`config.mk`:
```
export PLATFORM = sky130hd
export DESIGN_NAME = switch_debounce_mode_events_top
export DESIGN_NICKNAME = d
export VERILOG_FILES = /design/src/rtl/core/sdme_pkg.sv /design/src/rtl/core/switch_debounce_mode_events_top.sv /design/src/rtl/core/sdme_cfg.sv /design/src/rtl/core/sdme_front.sv /design/src/rtl/core/sdme_queue.sv /design/src/rtl/core/sdme_back.sv
export SDC_FILE = /design/constraint.sdc
export NUM_CORES = 2
export LEC_CHECK = 0
export BUFFER_PORTS_ARGS = -buffer_cell sky130_fd_sc_hd__buf_4
export CAP_MARGIN = 20
export CORE_ASPECT_RATIO = 1.25
export CORE_UTILIZATION = 45
export DETAILED_ROUTE_END_ITERATION = 10
export PLACE_DENSITY_LB_ADDON = 0.12
export SKIP_LAST_GASP = 1
export SYNTH_ARGS = -nofsm -noshare
export SYNTH_HDL_FRONTEND = slang
export SYNTH_SLANG_ARGS = --single-unit
```
`constraint.sdc`:
```
create_clock -name i_clk -period 13 [get_ports i_clk]
set_clock_uncertainty 0.15 [all_clocks]
set_input_delay 1.3 -clock i_clk [delete_from_list [all_inputs] [get_ports i_clk]]
set_output_delay 1.3 -clock i_clk [all_outputs]
set_load 0.005 [all_outputs]
```
`src/rtl/core/sdme_pkg.sv`:
```
// Types and constants for the switch debounce block.
// No dependencies; used by every module of the block.
package sdme_pkg;

    localparam int C_NUM_SWITCHES    = 8;
    localparam int C_PROBE_MS        = 10;
    localparam logic [7:0] C_CHAN_MASK = 8'((1 << C_NUM_SWITCHES) - 1);

    // request payloads
    typedef struct packed {
        logic       opcode;
        logic [7:0] raw_levels;
    } t_in;

    typedef struct packed {
        logic [2:0] channel;
        logic       level;
        logic [1:0] action;
        logic       last_event;
    } t_out;

    localparam logic C_OP_SAMPLE  = 1'b0;
    localparam logic C_OP_HANDLER = 1'b1;

    localparam logic [1:0] C_ACT_OFF    = 2'd0;
    localparam logic [1:0] C_ACT_ON     = 2'd1;
    localparam logic [1:0] C_ACT_TOGGLE = 2'd2;
    localparam logic [1:0] C_ACT_NONE   = 2'd3;

    localparam logic [2:0] C_MODE_TOGGLE      = 3'd0;
    localparam logic [2:0] C_MODE_FOLLOW      = 3'd1;
    localparam logic [2:0] C_MODE_FOLLOW_INV  = 3'd2;
    localparam logic [2:0] C_MODE_PUSH        = 3'd3;
    localparam logic [2:0] C_MODE_PUSH_INV    = 3'd4;
    localparam logic [2:0] C_MODE_HOLD        = 3'd5;
    localparam logic [2:0] C_MODE_HOLD_INV    = 3'd6;
    localparam logic [2:0] C_MODE_PUSH_TOGGLE = 3'd7;

    localparam logic [1:0] C_REG_DEBOUNCE = 2'd0;
    localparam logic [1:0] C_REG_HOLD     = 2'd1;
    localparam logic [1:0] C_REG_ENABLE   = 2'd2;
    localparam logic [1:0] C_REG_MODE     = 2'd3;

    localparam int C_CFG_IDX_W  = 2;
    localparam int C_CFG_DATA_W = 24;

    // register defaults and the values derived from them
    localparam int C_DEBOUNCE_RST = 50;
    localparam int C_HOLD_RST     = 40;
    localparam int C_LOOP_NUM     = 1000;
    localparam int C_RST_FILT_RAW = C_DEBOUNCE_RST / C_PROBE_MS;
    localparam int C_RST_MOD      = C_DEBOUNCE_RST % 50;
    localparam int C_RST_LOOPS    = C_LOOP_NUM / C_DEBOUNCE_RST;
    localparam int C_RST_RLD_RAW  = C_RST_LOOPS * C_HOLD_RST / 10;
    localparam logic [7:0] C_RST_FILTER =
        8'((C_RST_FILT_RAW > 255) ? 255 : C_RST_FILT_RAW);
    localparam logic C_RST_FORCE_HI = 1'(C_RST_MOD & 1);
    localparam logic C_RST_FORCE_LO = 1'((C_RST_MOD >> 1) & 1);
    localparam logic [15:0] C_RST_RELOAD =
        16'((C_RST_RLD_RAW > 65535) ? 65535 : C_RST_RLD_RAW);

    // reciprocal constants for division by constants
    localparam int C_FILT_SHIFT = 20;
    localparam int C_RECIP_F_W  = 21;
    localparam logic [C_RECIP_F_W-1:0] C_RECIP_F =
        C_RECIP_F_W'(((1 << C_FILT_SHIFT) + C_PROBE_MS - 1) / C_PROBE_MS);
    localparam int C_Q50_SHIFT = 16;
    localparam logic [10:0] C_RECIP_50 = 11'(((1 << C_Q50_SHIFT) + 49) / 50);
    localparam int C_R10_SHIFT = 22;
    localparam logic [18:0] C_RECIP_10 = 19'(((1 << C_R10_SHIFT) + 9) / 10);

    typedef struct packed {
        logic        busy;
        logic [7:0]  filter;
        logic        snap_hi;
        logic        snap_lo;
        logic [15:0] reload;
        logic [7:0]  enable;
        logic [23:0] mode_table;
    } t_cfg;

    // one handler tick's changes
    typedef struct packed {
        logic [7:0]      mask;
        logic [7:0]      level;
        logic [7:0][1:0] action;
    } t_evt_rec;

    localparam int C_QUEUE_DEPTH = 4;

endpackage

```
`src/rtl/core/switch_debounce_mode_events_top.sv`:
```
// A handler tick's record is queued, loaded into the back end, and its first
// result registered; results drain one per cycle unless the output stalls.
// One tick is accepted per cycle while the 4-record change queue has room and
// no register write or debounce_ms/hold_time recompute (10-step divider) runs.
// Synchronous active-low reset: registers to defaults, all channels released.
module switch_debounce_mode_events_top (
    input  logic                                i_clk,
    input  logic                                i_rst_n,
    input  logic                                i_cfg_wr_en,
    input  logic [sdme_pkg::C_CFG_IDX_W-1:0]    i_cfg_index,
    input  logic [sdme_pkg::C_CFG_DATA_W-1:0]   i_cfg_wdata,
    input  logic                                i_in_valid,
    output logic                                o_in_stall,
    input  sdme_pkg::t_in                       i_in_data,
    output logic                                o_out_valid,
    input  logic                                i_out_stall,
    output sdme_pkg::t_out                      o_out_data
);

    sdme_pkg::t_cfg     cfg;
    logic               q_push;
    logic               q_pop;
    logic               q_full;
    logic               q_empty;
    sdme_pkg::t_evt_rec q_wdata;
    sdme_pkg::t_evt_rec q_rdata;

    sdme_cfg u_cfg (
        .i_clk       (i_clk),
        .i_rst_n     (i_rst_n),
        .i_cfg_wr_en (i_cfg_wr_en),
        .i_cfg_index (i_cfg_index),
        .i_cfg_wdata (i_cfg_wdata),
        .o_cfg       (cfg)
    );

    sdme_front u_front (
        .i_clk       (i_clk),
        .i_rst_n     (i_rst_n),
        .i_in_valid  (i_in_valid),
        .o_in_stall  (o_in_stall),
        .i_in_data   (i_in_data),
        .i_cfg       (cfg),
        .i_cfg_wr_en (i_cfg_wr_en),
        .i_q_full    (q_full),
        .o_q_push    (q_push),
        .o_q_data    (q_wdata)
    );

    sdme_queue u_queue (
        .i_clk   (i_clk),
        .i_rst_n (i_rst_n),
        .i_push  (q_push),
        .i_data  (q_wdata),
        .o_full  (q_full),
        .i_pop   (q_pop),
        .o_data  (q_rdata),
        .o_empty (q_empty)
    );

    sdme_back u_back (
        .i_clk       (i_clk),
        .i_rst_n     (i_rst_n),
        .i_q_empty   (q_empty),
        .i_q_data    (q_rdata),
        .o_q_pop     (q_pop),
        .o_out_valid (o_out_valid),
        .i_out_stall (i_out_stall),
        .o_out_data  (o_out_data)
    );

endmodule

```
`src/rtl/core/sdme_cfg.sv`:
```
// Configuration registers and the derived debounce and hold values.
// Depends on sdme_pkg.
module sdme_cfg (
    input  logic                                i_clk,
    input  logic                                i_rst_n,
    input  logic                                i_cfg_wr_en,
    input  logic [sdme_pkg::C_CFG_IDX_W-1:0]    i_cfg_index,
    input  logic [sdme_pkg::C_CFG_DATA_W-1:0]   i_cfg_wdata,
    output sdme_pkg::t_cfg                      o_cfg
);

    localparam logic [2:0] S_IDLE = 3'd0;
    localparam logic [2:0] S_INIT = 3'd1;
    localparam logic [2:0] S_DIV  = 3'd2;
    localparam logic [2:0] S_MUL1 = 3'd3;
    localparam logic [2:0] S_MUL2 = 3'd4;
    localparam logic [2:0] S_DONE = 3'd5;

    logic [2:0]  r_state;
    logic [9:0]  r_ms;
    logic [7:0]  r_hold;
    logic [7:0]  r_enable;
    logic [23:0] r_mode;
    logic [7:0]  r_filter;
    logic        r_force_hi;
    logic        r_force_lo;
    logic [15:0] r_reload;
    logic [3:0]  r_div_cnt;
    logic [9:0]  r_quo;
    logic [9:0]  r_rem;
    logic [sdme_pkg::C_RECIP_F_W+9:0] r_prod_f;
    logic [20:0] r_prod_q;
    logic [17:0] r_lp;
    logic [36:0] r_rp;

    logic [10:0] rem_sh;
    logic        div_ge;
    logic [9:0]  rem_nx;
    logic [10:0] filt_full;
    logic [4:0]  q50;
    logic [1:0]  m2;
    logic [9:0]  loops;

    always_comb begin
        rem_sh    = {r_rem, r_quo[9]};
        div_ge    = rem_sh >= {1'b0, r_ms};
        rem_nx    = div_ge ? 10'(rem_sh - {1'b0, r_ms}) : rem_sh[9:0];
        filt_full = r_prod_f[sdme_pkg::C_FILT_SHIFT +: 11];
        q50       = r_prod_q[sdme_pkg::C_Q50_SHIFT +: 5];
        m2        = 2'(r_ms[1:0] - {q50[0], 1'b0});
        loops     = (r_ms == 10'd0) ? 10'(sdme_pkg::C_LOOP_NUM) : r_quo;
    end

    always_ff @(posedge i_clk) begin
        if (!i_rst_n) begin
            r_state    <= S_IDLE;
            r_ms       <= 10'(sdme_pkg::C_DEBOUNCE_RST);
            r_hold     <= 8'(sdme_pkg::C_HOLD_RST);
            r_enable   <= '0;
            r_mode     <= '0;
            r_filter   <= sdme_pkg::C_RST_FILTER;
            r_force_hi <= sdme_pkg::C_RST_FORCE_HI;
            r_force_lo <= sdme_pkg::C_RST_FORCE_LO;
            r_reload   <= sdme_pkg::C_RST_RELOAD;
            r_div_cnt  <= '0;
        end else begin
            if (i_cfg_wr_en) begin
                case (i_cfg_index)
                    sdme_pkg::C_REG_DEBOUNCE: begin
                        r_ms    <= i_cfg_wdata[9:0];
                        r_state <= S_INIT;
                    end
                    sdme_pkg::C_REG_HOLD: begin
                        r_hold  <= i_cfg_wdata[7:0];
                        r_state <= S_INIT;
                    end
                    sdme_pkg::C_REG_ENABLE: r_enable <= i_cfg_wdata[7:0];
                    sdme_pkg::C_REG_MODE:   r_mode   <= i_cfg_wdata[23:0];
                    default: ;
                endcase
            end else begin
                case (r_state)
                    S_INIT: begin
                        r_div_cnt <= 4'd10;
                        r_state   <= S_DIV;
                    end
                    S_DIV: begin
                        r_div_cnt <= r_div_cnt - 4'd1;
                        if (r_div_cnt == 4'd1) begin
                            r_state <= S_MUL1;
                        end
                    end
                    S_MUL1: begin
                        r_filter   <= (filt_full > 11'd255) ? 8'hFF : filt_full[7:0];
                        r_force_hi <= r_ms[0];
                        r_force_lo <= m2[1];
                        r_state    <= S_MUL2;
                    end
                    S_MUL2: r_state <= S_DONE;
                    S_DONE: begin
                        // at most 25500, so the 65535 ceiling never bites
                        r_reload <= 16'(r_rp[sdme_pkg::C_R10_SHIFT +: 15]);
                        r_state  <= S_IDLE;
                    end
                    default: r_state <= S_IDLE;
                endcase
            end
        end
    end

    // datapath, no reset; holds while a register is written
    always_ff @(posedge i_clk) begin
        if (!i_cfg_wr_en) begin
            case (r_state)
                S_INIT: begin
                    r_prod_f <= (sdme_pkg::C_RECIP_F_W+10)'(r_ms)
                              * (sdme_pkg::C_RECIP_F_W+10)'(sdme_pkg::C_RECIP_F);
                    r_prod_q <= 21'(r_ms) * 21'(sdme_pkg::C_RECIP_50);
                    r_rem    <= '0;
                    r_quo    <= 10'(sdme_pkg::C_LOOP_NUM);
                end
                S_DIV: begin
                    r_rem <= rem_nx;
                    r_quo <= {r_quo[8:0], div_ge};
                end
                S_MUL1: r_lp <= 18'(loops) * 18'(r_hold);
                S_MUL2: r_rp <= 37'(r_lp) * 37'(sdme_pkg::C_RECIP_10);
                default: ;
            endcase
        end
    end

    always_comb begin
        o_cfg.busy       = (r_state != S_IDLE);
        o_cfg.filter     = r_filter;
        o_cfg.snap_hi    = r_force_hi;
        o_cfg.snap_lo    = r_force_lo;
        o_cfg.reload     = r_reload;
        o_cfg.enable     = r_enable & sdme_pkg::C_CHAN_MASK;
        o_cfg.mode_table = r_mode;
    end

endmodule

```
`src/rtl/core/sdme_front.sv`:
```
// Front end: accepts ticks, runs the debounce counters and hold
// timers, and records each handler tick's changes. Depends on sdme_pkg.
module sdme_front (
    input  logic                i_clk,
    input  logic                i_rst_n,
    input  logic                i_in_valid,
    output logic                o_in_stall,
    input  sdme_pkg::t_in       i_in_data,
    input  sdme_pkg::t_cfg      i_cfg,
    input  logic                i_cfg_wr_en,
    input  logic                i_q_full,
    output logic                o_q_push,
    output sdme_pkg::t_evt_rec  o_q_data
);

    typedef struct packed {
        logic [7:0] cnt;
        logic       lvl;
    } t_lane_s;

    typedef struct packed {
        logic [15:0] hold;
        logic [1:0]  act;
    } t_lane_h;

    logic [7:0]       r_cnt [8];
    logic [7:0]       r_lvl;
    logic [7:0]       r_prev;
    logic [15:0]      r_hold [8];

    t_lane_s          lane_s [8];
    t_lane_h          lane_h [8];
    logic [7:0]       chg;
    logic             accept;

    function automatic t_lane_s f_sample(input logic [7:0] cnt, input logic lvl,
                                         input logic raw, input sdme_pkg::t_cfg cfg);
        t_lane_s    res;
        logic [7:0] base;
        logic [7:0] step;
        begin
            res.cnt = cnt;
            res.lvl = lvl;
            if (raw) begin
                base    = (cfg.snap_hi && lvl) ? cfg.filter : cnt;
                step    = 8'(base + 8'd1);
                res.cnt = base;
                if (base < cfg.filter) begin
                    res.cnt = step;
                    if (step == cfg.filter) begin
                        res.lvl = 1'b1;
                    end
                end
            end else begin
                base    = (cfg.snap_lo && !lvl) ? 8'd0 : cnt;
                step    = 8'(base - 8'd1);
                res.cnt = base;
                if (base != 8'd0) begin
                    res.cnt = step;
                    if (step == 8'd0) begin
                        res.lvl = 1'b0;
                    end
                end
            end
            return res;
        end
    endfunction

    function automatic t_lane_h f_handle(input logic [15:0] hold, input logic lvl,
                                         input logic changed, input logic [2:0] mode,
                                         input logic [15:0] reload);
        t_lane_h     res;
        logic [15:0] hd;
        logic        press;
        begin
            hd       = (hold != 16'd0) ? 16'(hold - 16'd1) : hold;
            press    = (mode == sdme_pkg::C_MODE_HOLD_INV);
            res.hold = hd;
            res.act  = sdme_pkg::C_ACT_NONE;
            if (changed) begin
                case (mode)
                    sdme_pkg::C_MODE_TOGGLE:     res.act = sdme_pkg::C_ACT_TOGGLE;
                    sdme_pkg::C_MODE_FOLLOW:
                        res.act = lvl ? sdme_pkg::C_ACT_ON : sdme_pkg::C_ACT_OFF;
                    sdme_pkg::C_MODE_FOLLOW_INV:
                        res.act = lvl ? sdme_pkg::C_ACT_OFF : sdme_pkg::C_ACT_ON;
                    sdme_pkg::C_MODE_PUSH:
                        res.act = lvl ? sdme_pkg::C_ACT_NONE : sdme_pkg::C_ACT_TOGGLE;
                    sdme_pkg::C_MODE_PUSH_INV:
                        res.act = lvl ? sdme_pkg::C_ACT_TOGGLE : sdme_pkg::C_ACT_NONE;
                    sdme_pkg::C_MODE_HOLD, sdme_pkg::C_MODE_HOLD_INV: begin
                        if (lvl == press) begin
                            res.hold = reload;
                        end else if (hd != 16'd0) begin
                            res.hold = 16'd0;
                            res.act  = sdme_pkg::C_ACT_TOGGLE;
                        end
                    end
                    default: res.act = sdme_pkg::C_ACT_TOGGLE;
                endcase
            end
            return res;
        end
    endfunction

    assign o_in_stall = i_cfg.busy || i_cfg_wr_en || i_q_full;
    assign accept     = i_in_valid && !o_in_stall;

    always_comb begin
        for (int i = 0; i < 8; i++) begin
            chg[i]    = i_cfg.enable[i] && (r_lvl[i] != r_prev[i]);
            lane_s[i] = f_sample(r_cnt[i], r_lvl[i], i_in_data.raw_levels[i], i_cfg);
            lane_h[i] = f_handle(r_hold[i], r_lvl[i], chg[i],
                                 i_cfg.mode_table[3*i +: 3], i_cfg.reload);
            o_q_data.action[i] = lane_h[i].act;
        end
        o_q_data.mask  = chg;
        o_q_data.level = r_lvl;
        o_q_push = accept && (i_in_data.opcode == sdme_pkg::C_OP_HANDLER) && (chg != 8'd0);
    end

    always_ff @(posedge i_clk) begin
        if (!i_rst_n) begin
            for (int i = 0; i < 8; i++) begin
                r_cnt[i]  <= '0;
                r_hold[i] <= '0;
            end
            r_lvl  <= '1;
            r_prev <= '1;
        end else if (accept) begin
            for (int i = 0; i < 8; i++) begin
                if (i_cfg.enable[i]) begin
                    if (i_in_data.opcode == sdme_pkg::C_OP_SAMPLE) begin
                        r_cnt[i] <= lane_s[i].cnt;
                        r_lvl[i] <= lane_s[i].lvl;
                    end else begin
                        r_hold[i] <= lane_h[i].hold;
                        r_prev[i] <= r_lvl[i];
                    end
                end
            end
        end
    end

endmodule

```
`src/rtl/core/sdme_queue.sv`:
```
// Small FIFO of change records between the front and back ends.
// Depends on sdme_pkg.
module sdme_queue (
    input  logic                i_clk,
    input  logic                i_rst_n,
    input  logic                i_push,
    input  sdme_pkg::t_evt_rec  i_data,
    output logic                o_full,
    input  logic                i_pop,
    output sdme_pkg::t_evt_rec  o_data,
    output logic                o_empty
);

    localparam int PW = $clog2(sdme_pkg::C_QUEUE_DEPTH);

    sdme_pkg::t_evt_rec r_mem [sdme_pkg::C_QUEUE_DEPTH];
    logic [PW-1:0]      r_wr;
    logic [PW-1:0]      r_rd;
    logic [PW:0]        r_count;

    assign o_full  = (r_count == (PW+1)'(sdme_pkg::C_QUEUE_DEPTH));
    assign o_empty = (r_count == '0);
    assign o_data  = r_mem[r_rd];

    always_ff @(posedge i_clk) begin
        if (!i_rst_n) begin
            r_wr    <= '0;
            r_rd    <= '0;
            r_count <= '0;
        end else begin
            if (i_push) begin
                r_wr <= PW'(r_wr + 1'b1);
            end
            if (i_pop) begin
                r_rd <= PW'(r_rd + 1'b1);
            end
            if (i_push && !i_pop) begin
                r_count <= r_count + 1'b1;
            end else if (i_pop && !i_push) begin
                r_count <= r_count - 1'b1;
            end
        end
    end

    always_ff @(posedge i_clk) begin
        if (i_push) begin
            r_mem[r_wr] <= i_data;
        end
    end

endmodule

```
`src/rtl/core/sdme_back.sv`:
```
// Back end: walks a change record channel by channel and drives the
// registered result request. Depends on sdme_pkg.
module sdme_back (
    input  logic                i_clk,
    input  logic                i_rst_n,
    input  logic                i_q_empty,
    input  sdme_pkg::t_evt_rec  i_q_data,
    output logic                o_q_pop,
    output logic                o_out_valid,
    input  logic                i_out_stall,
    output sdme_pkg::t_out      o_out_data
);

    logic               r_have;
    sdme_pkg::t_evt_rec r_rec;
    logic               r_out_valid;
    sdme_pkg::t_out     r_out;

    logic [2:0]         pick;
    logic [7:0]         rest;
    logic               last;
    logic               adv;

    always_comb begin
        pick = '0;
        for (int i = 7; i >= 0; i--) begin
            if (r_rec.mask[i]) begin
                pick = 3'(i);
            end
        end
        rest    = r_rec.mask & 8'(r_rec.mask - 8'd1);
        last    = (rest == 8'd0);
        adv     = r_have && (!r_out_valid || !i_out_stall);
        o_q_pop = !i_q_empty && (!r_have || (adv && last));
    end

    always_ff @(posedge i_clk) begin
        if (!i_rst_n) begin
            r_have      <= 1'b0;
            r_out_valid <= 1'b0;
        end else begin
            if (o_q_pop) begin
                r_have <= 1'b1;
            end else if (adv && last) begin
                r_have <= 1'b0;
            end
            if (adv) begin
                r_out_valid <= 1'b1;
            end else if (!i_out_stall) begin
                r_out_valid <= 1'b0;
            end
        end
    end

    always_ff @(posedge i_clk) begin
        if (o_q_pop) begin
            r_rec <= i_q_data;
        end else if (adv) begin
            r_rec.mask <= rest;
        end
        if (adv) begin
            r_out.channel    <= pick;
            r_out.level      <= r_rec.level[pick];
            r_out.action     <= r_rec.action[pick];
            r_out.last_event <= last;
        end
    end

    assign o_out_valid = r_out_valid;
    assign o_out_data  = r_out;

endmodule

```
Yosys cells after proc, flatten, opt, wreduce, memory -nomap -nowiden --
Memories as Yosys holds them, arrays and structs flattened. A register that Yosys moved wholly into a read port is not among the register bits. Cells that the tools add are included.
Storage, ports and cells: RAM bits 320, input port bits 40, register bits after elaboration 264, logic and storage cells 626, memories 3, output and inout port bits 9
Cells by class: order comparisons 11, reductions and logical operators 144, bitwise operators 19, multiply operators 4, eq/ne operators 101, $add $sub $neg 32, multiplexer cells 261
Memory list:
- u_front.r_hold | depth 8, bits a word 16, rd ports 8, clocked after Yosys merged registers in 0, write ports 8, RTL line sdme_front.sv:29 | logic [15:0] r_hold [8];
- u_queue.r_mem | depth 4, bits a word 32, rd ports 1, clocked after Yosys merged registers in 1, write ports 1, RTL line sdme_queue.sv:16 | sdme_pkg::t_evt_rec r_mem [sdme_pkg::C_QUEUE_DEPTH];
- u_front.r_cnt | depth 8, bits a word 8, rd ports 8, clocked after Yosys merged registers in 0, write ports 8, RTL line sdme_front.sv:26 | logic [7:0] r_cnt [8];
Operators by type and width (number):
- two-way mux 16 bit | 32
- two-way mux 18 bit | 16
- nonzero test 16 bit | 16
- two-way mux 8 bit | 27
- two-way mux 9 bit | 24
- subtractor 16 x 1 -> 16 bit (second input constant) | 8
- two-way mux 1 bit | 122
- equality test 3 bit (second input constant) | 27
- one-hot mux 2 bit (5 select lines) | 8
- zero test 8 bit | 9
- nonzero test 8 bit | 9
- subtractor 8 x 1 -> 8 bit (second input constant) | 9
- adder 8 x 1 -> 8 bit (second input constant) | 8
- equality test 8 bit | 8
- < comparator 8 bit | 8
- AND reduction 7 bit | 8
- equality test 3 x 2 -> 1 bit (second input constant) | 18
- one-hot mux 10 bit (2 select lines) | 2
- nonzero test 2 bit | 20
- two-way mux 3 bit | 13
- multiplier 18 x 19 -> 37 bit (second input constant) | 1
- inequality test 2 x 1 -> 1 bit (second input constant) | 17
- logical AND 1 bit | 32
- equality test 3 x 1 -> 1 bit (second input constant) | 9
- 37 further kinds | 121

Depth between registers and ports, before layout --
depth in word-level cells 11, depth in mapped cells 24, depth with buffers taken out 22

Cells and area by module --
From an unflattened synthesis, not the netlist that was laid out.
Second synthesis, totals: cell total of the unflattened synthesis 4725, area total of the unflattened synthesis 44844.3 µm²
Modules (own cells, without submodules):
- sdme_front | times used 1, sequential area each 6085.8 µm², cells an instance 2660, area each 21154.0 µm²
- sdme_cfg | times used 1, sequential area each 3453.3 µm², cells an instance 1740, area each 16788.6 µm²
- sdme_queue | times used 1, sequential area each 4023.9 µm², cells an instance 210, area each 5103.6 µm²
- sdme_back | times used 1, sequential area each 1211.2 µm², cells an instance 115, area each 1798.0 µm²

Least setup slack after synthesis --
OpenSTA, ideal clock, no wires.
path type register -> register, from register u_cfg.r_ms[2], to register u_cfg.r_lp[17], data pin, arrival time 5.331 ns, stages on the path, launching flop included 22, data required time 12.595 ns, path buffers 2, library setup time 0.255 ns, clock period less this slack 5.736 ns, slack 7.264 ns, path through dfxtp_1 inv_1 ha_1 nand2_1 or4_1 clkbuf_1 nand2b_1 clkbuf_1 nand2_1 fa_1 inv_1 fa_1 fa_1 inv_1 fa_1 inv_1 ha_1 a21o_1 o2111ai_1 a31oi_1 or4_1 and3_1
Between the ends: word-level cells in the longest chain between the ends 3
Ends and longest elaborated chain:
- from (decl) | RTL line sdme_cfg.sv:20 | logic [9:0] r_ms;
- from (signal assigned) | RTL line sdme_cfg.sv:57 | r_ms <= 10'(sdme_pkg::C_DEBOUNCE_RST);
- from (signal assigned) | RTL line sdme_cfg.sv:70 | r_ms <= i_cfg_wdata[9:0];
- zero test 10 bit | RTL line sdme_cfg.sv:51 | loops = (r_ms == 10'd0) ? 10'(sdme_pkg::C_LOOP_NUM) : r_quo;
- two-way mux 10 bit | RTL line sdme_cfg.sv:51
- multiplier 10 x 8 -> 18 bit | RTL line sdme_cfg.sv:126 | S_MUL1: r_lp <= 18'(loops) * 18'(r_hold);
- to (signal assigned) | RTL line sdme_cfg.sv:126
- to (decl) | RTL line sdme_cfg.sv:33 | logic [17:0] r_lp;
No other way between the ends. A chain may end at the register's enable or synchronous reset.

Worst setup path in the final report --
from register u_cfg.r_ms[4], to register u_cfg.r_lp[17], data pin
Same word-level chain as after synthesis.

==> impl_metrics.tcl <==
set metrics [dict create \
    drc 0 \
    postRouteAntennaNets 0 \
    final_util 0.492 \
    cp_cell_sequence "inv_1 > ha_1 > nand2_1 > or4_1 > nand2b_1 > and2_1 > fa_1 > inv_1 > fa_1 > inv_1 > fa_1 > inv_1 > fa_1 > inv_1 > ha_1 > o21ai_0 > a21oi_1 > o2111ai_1 > a31oi_1 > or4_1 > and3_1" \
    max_stage_delay_ns 0.79 \
    setup_tns_ns 0 \
    min_period_ns 6.79 \
    nNetsFinal 5216 \
    hold_viol 0 \
    final_cell_mix "503 x nand2_1, 467 x inv_1, 420 x edfxtp_1, 402 x ha_1, 292 x nor2_1" \
    synth_area_leader_cell "edfxtp_1" \
    synthXorXnorAreaFrac 0.0590 \
    power_switching_share 0.310 \
    layout-drive-gt1-share 0.0677 \
    wl_met3_um 4630 \
    yosysTopAreaCellShare 0.287 \
    final_common_cell "nand2_1" \
    crit_required_ns 13.26 \
    start_kind "register" \
    final_cells 5911 \
    tightestPinTransition_ns 1.16 \
    area_growth_syn_to_layout_pct 7.82 \
    cts_made_buffers 59 \
    grt_overflow 0 \
    synth_edf_count 420 \
    min_period_over_period 0.522 \
    internal_power_uw 3380 \
    clkPwrFrac 0.339 \
    synth_cell_type_count 99 \
    powerDensity_nw_per_um2 103 \
    finalSetupViolCount 0 \
    die_area_um2 98900 \
    async_flop_share 0 \
    ys.flop_type "edfxtp_1" \
    critPathMaxFanout 36 \
    postCtsSetupRepairBufs 0 \
    hold_path_class "register to register" \
    antenna_found_initial 3 \
    root_buffer "clkbuf_16" \
    worstSkewPairLatency_ns 0.66 \
    post_cts_resized 0 \
    cts.reportedPaths.clkPinSlew_ns 0.06 \
    ys_warn_count 0 \
    antenna_cells 0 \
    dp_cells 5800 \
    holdWs_ns 0.300 \
    dieWidth_um 281 \
    wl_per_cell_um 19.4 \
    p_switching_uw 1520 \
    slew_violations 0 \
    relSlewSlack 0.221 \
    synth_mux_area_frac 0.0452 \
    ir_drop_mv 0.120 \
    grt_pass1_wl_um 182000 \
    netlist_area_um2 43900 \
    synth_top_cells_by_area "edfxtp_1 29%, ha_1 11%, fa_1 9.2%, dfxtp_1 4.9%, nand2_1 4.3%" \
    synth_fa_ha_area_frac 0.207 \
    port_buffers 48 \
    dr.max_layer_used "met5" \
    via_per_inst 5.65 \
    cp.arrival_ns 7.05 \
    synth_nets 5265 \
    vias 33400 \
    ys_ff_latch 528 \
    rows 127 \
    seq_area_frac_synth 0.336 \
    cts_max_path_buffers 3 \
    postCtsHoldBufs 0 \
    dpl.hpwl_um 84500 \
    power_frac_seq 0.419 \
    slowest_stage "or4_1" \
    die_h_um 351 \
    cts_tree "yes" \
    synth_top_family_by_area "adder cells" \
    fmax_mhz 147 \
    core_area_um2 96300 \
    comb_power_share 0.242 \
    routabilityCongestion 0.861 \
    status "finished clean" \
    grt_util_all_layers 0.233 \
    start_util 0.456 \
    drt_iter0_drc 2053 \
    cap_violations 0 \
    worst-setup-path-type "register to register" \
    grt_max_degree 47 \
    wl_um 114000 \
    end_kind "register" \
    clock_sinks 528 \
    synthSimpleGateAreaFrac 0.179 \
    grt_setup_unrepaired "no" \
    wl_met2_um 57200 \
    first_pass_iters 5 \
    synth_compound_area_frac 0.115 \
    io_pins 49 \
    grt_pass1_vias 33300 \
    leakage_uw 0.0191 \
    cpMostUsedCell "inv_1" \
    avgSynthCellArea_um2 9.51 \
    syn_inst 4621 \
    htree_levels 2 \
    wl_met1_um 49900 \
]
## power groups by stage
stage	combinational (uW)	clock, uW	sequential (uW)
2_1_floorplan	910	0	2050
3_3_place_gp	1190	0	2080
3_5_place_dp	1200	0	2090
4_1_cts	1210	1700	2050
5_1_grt	1360	1750	2070
6_report	1190	1660	2050
## metrics by stage
stage	total power (uW)	instance area (um2)	setup slack, ns
global route	5170	47400	5.74
floorplan	2960	43900	7.26
global placement	3270	45400	6.39
finish	4900	47400	6.21
detailed placement	3280	45500	6.24
CTS	4960	47400	6.21
## metal layers
metal	global-route usage	up-vias
met2	0.412	654
met1	0.301	16300
li1	-	16300
met5	0	-
met4	0.0596	4
met3	0.0242	154
## path summary, 6_finish.rpt
check,cells after the start,start,to,slack (ns)
min,2,u_cfg.r_prod_f[20]$_DFFE_PP_,u_cfg.r_filter[0]$_SDFFE_PN1P_,0.30
max,21,u_cfg.r_ms[4]$_SDFFE_PN1P_,u_cfg.r_lp[17]$_DFFE_PP_,6.21
min reg2reg,2,u_cfg.r_prod_f[20]$_DFFE_PP_,u_cfg.r_filter[0]$_SDFFE_PN1P_,0.30
max reg2reg,21,u_cfg.r_ms[4]$_SDFFE_PN1P_,u_cfg.r_lp[17]$_DFFE_PP_,6.21
## worst max-delay path, delay by kind of cell, from the launching register on
family                     cells  cell delay, ns
buffers and inverters          5            0.38
adders and majority gates      6            2.59
and+or+nand+nor                6            2.17
AOI/OAI and AO/OA              4            0.67
DFF                            1            0.57
## kinds of logic after synthesis
family,after synthesis
compound gates,788
flops,528
xor+xnor,296
buf+inv,672
simple gates,1576
mux,156
fa+ha+maj,605
## registers in the layout, summed over array words and instances, names as in the netlist, 10 cells and up, named ones only
| name | count |
|---|---|
| u_cfg.r_rem | 10 |
| u_front.r_cnt | 64 |
| u_back.r_rec | 32 |
| u_cfg.r_ms | 10 |
| u_queue.r_mem | 128 |
| u_cfg.r_mode | 24 |
| u_cfg.r_rp | 15 |
| u_cfg.r_reload | 15 |
| u_cfg.r_quo | 10 |
| u_front.r_hold | 128 |
| u_cfg.r_lp | 18 |
## cell type report
cell class                      count  area, um2
Sequential cell                   528      14800
Inverter                          471       1770
Fill cell                        9175      48900
Clock inverter                     30        240
Timing Repair Buffer               91        686
Clock buffer                       80       1650
Multi-Input combinational cell   3421      26600
Tap cell                         1290       1610
## cells in the mapped netlist (106+ instances only)
| library cell | n |
|---|---|
| nor2_1 | 292 |
| clkbuf_1 | 161 |
| ha_1 | 402 |
| nand2_1 | 503 |
| fa_1 | 202 |
| edfxtp_1 | 420 |
| nor3_1 | 158 |
| xnor2_1 | 208 |
| inv_1 | 468 |
| a21oi_1 | 221 |
| mux2i_1 | 106 |
| o21ai_0 | 167 |
| nand3_1 | 130 |
| dfxtp_1 | 108 |
(Power assumes the default switching activity.)
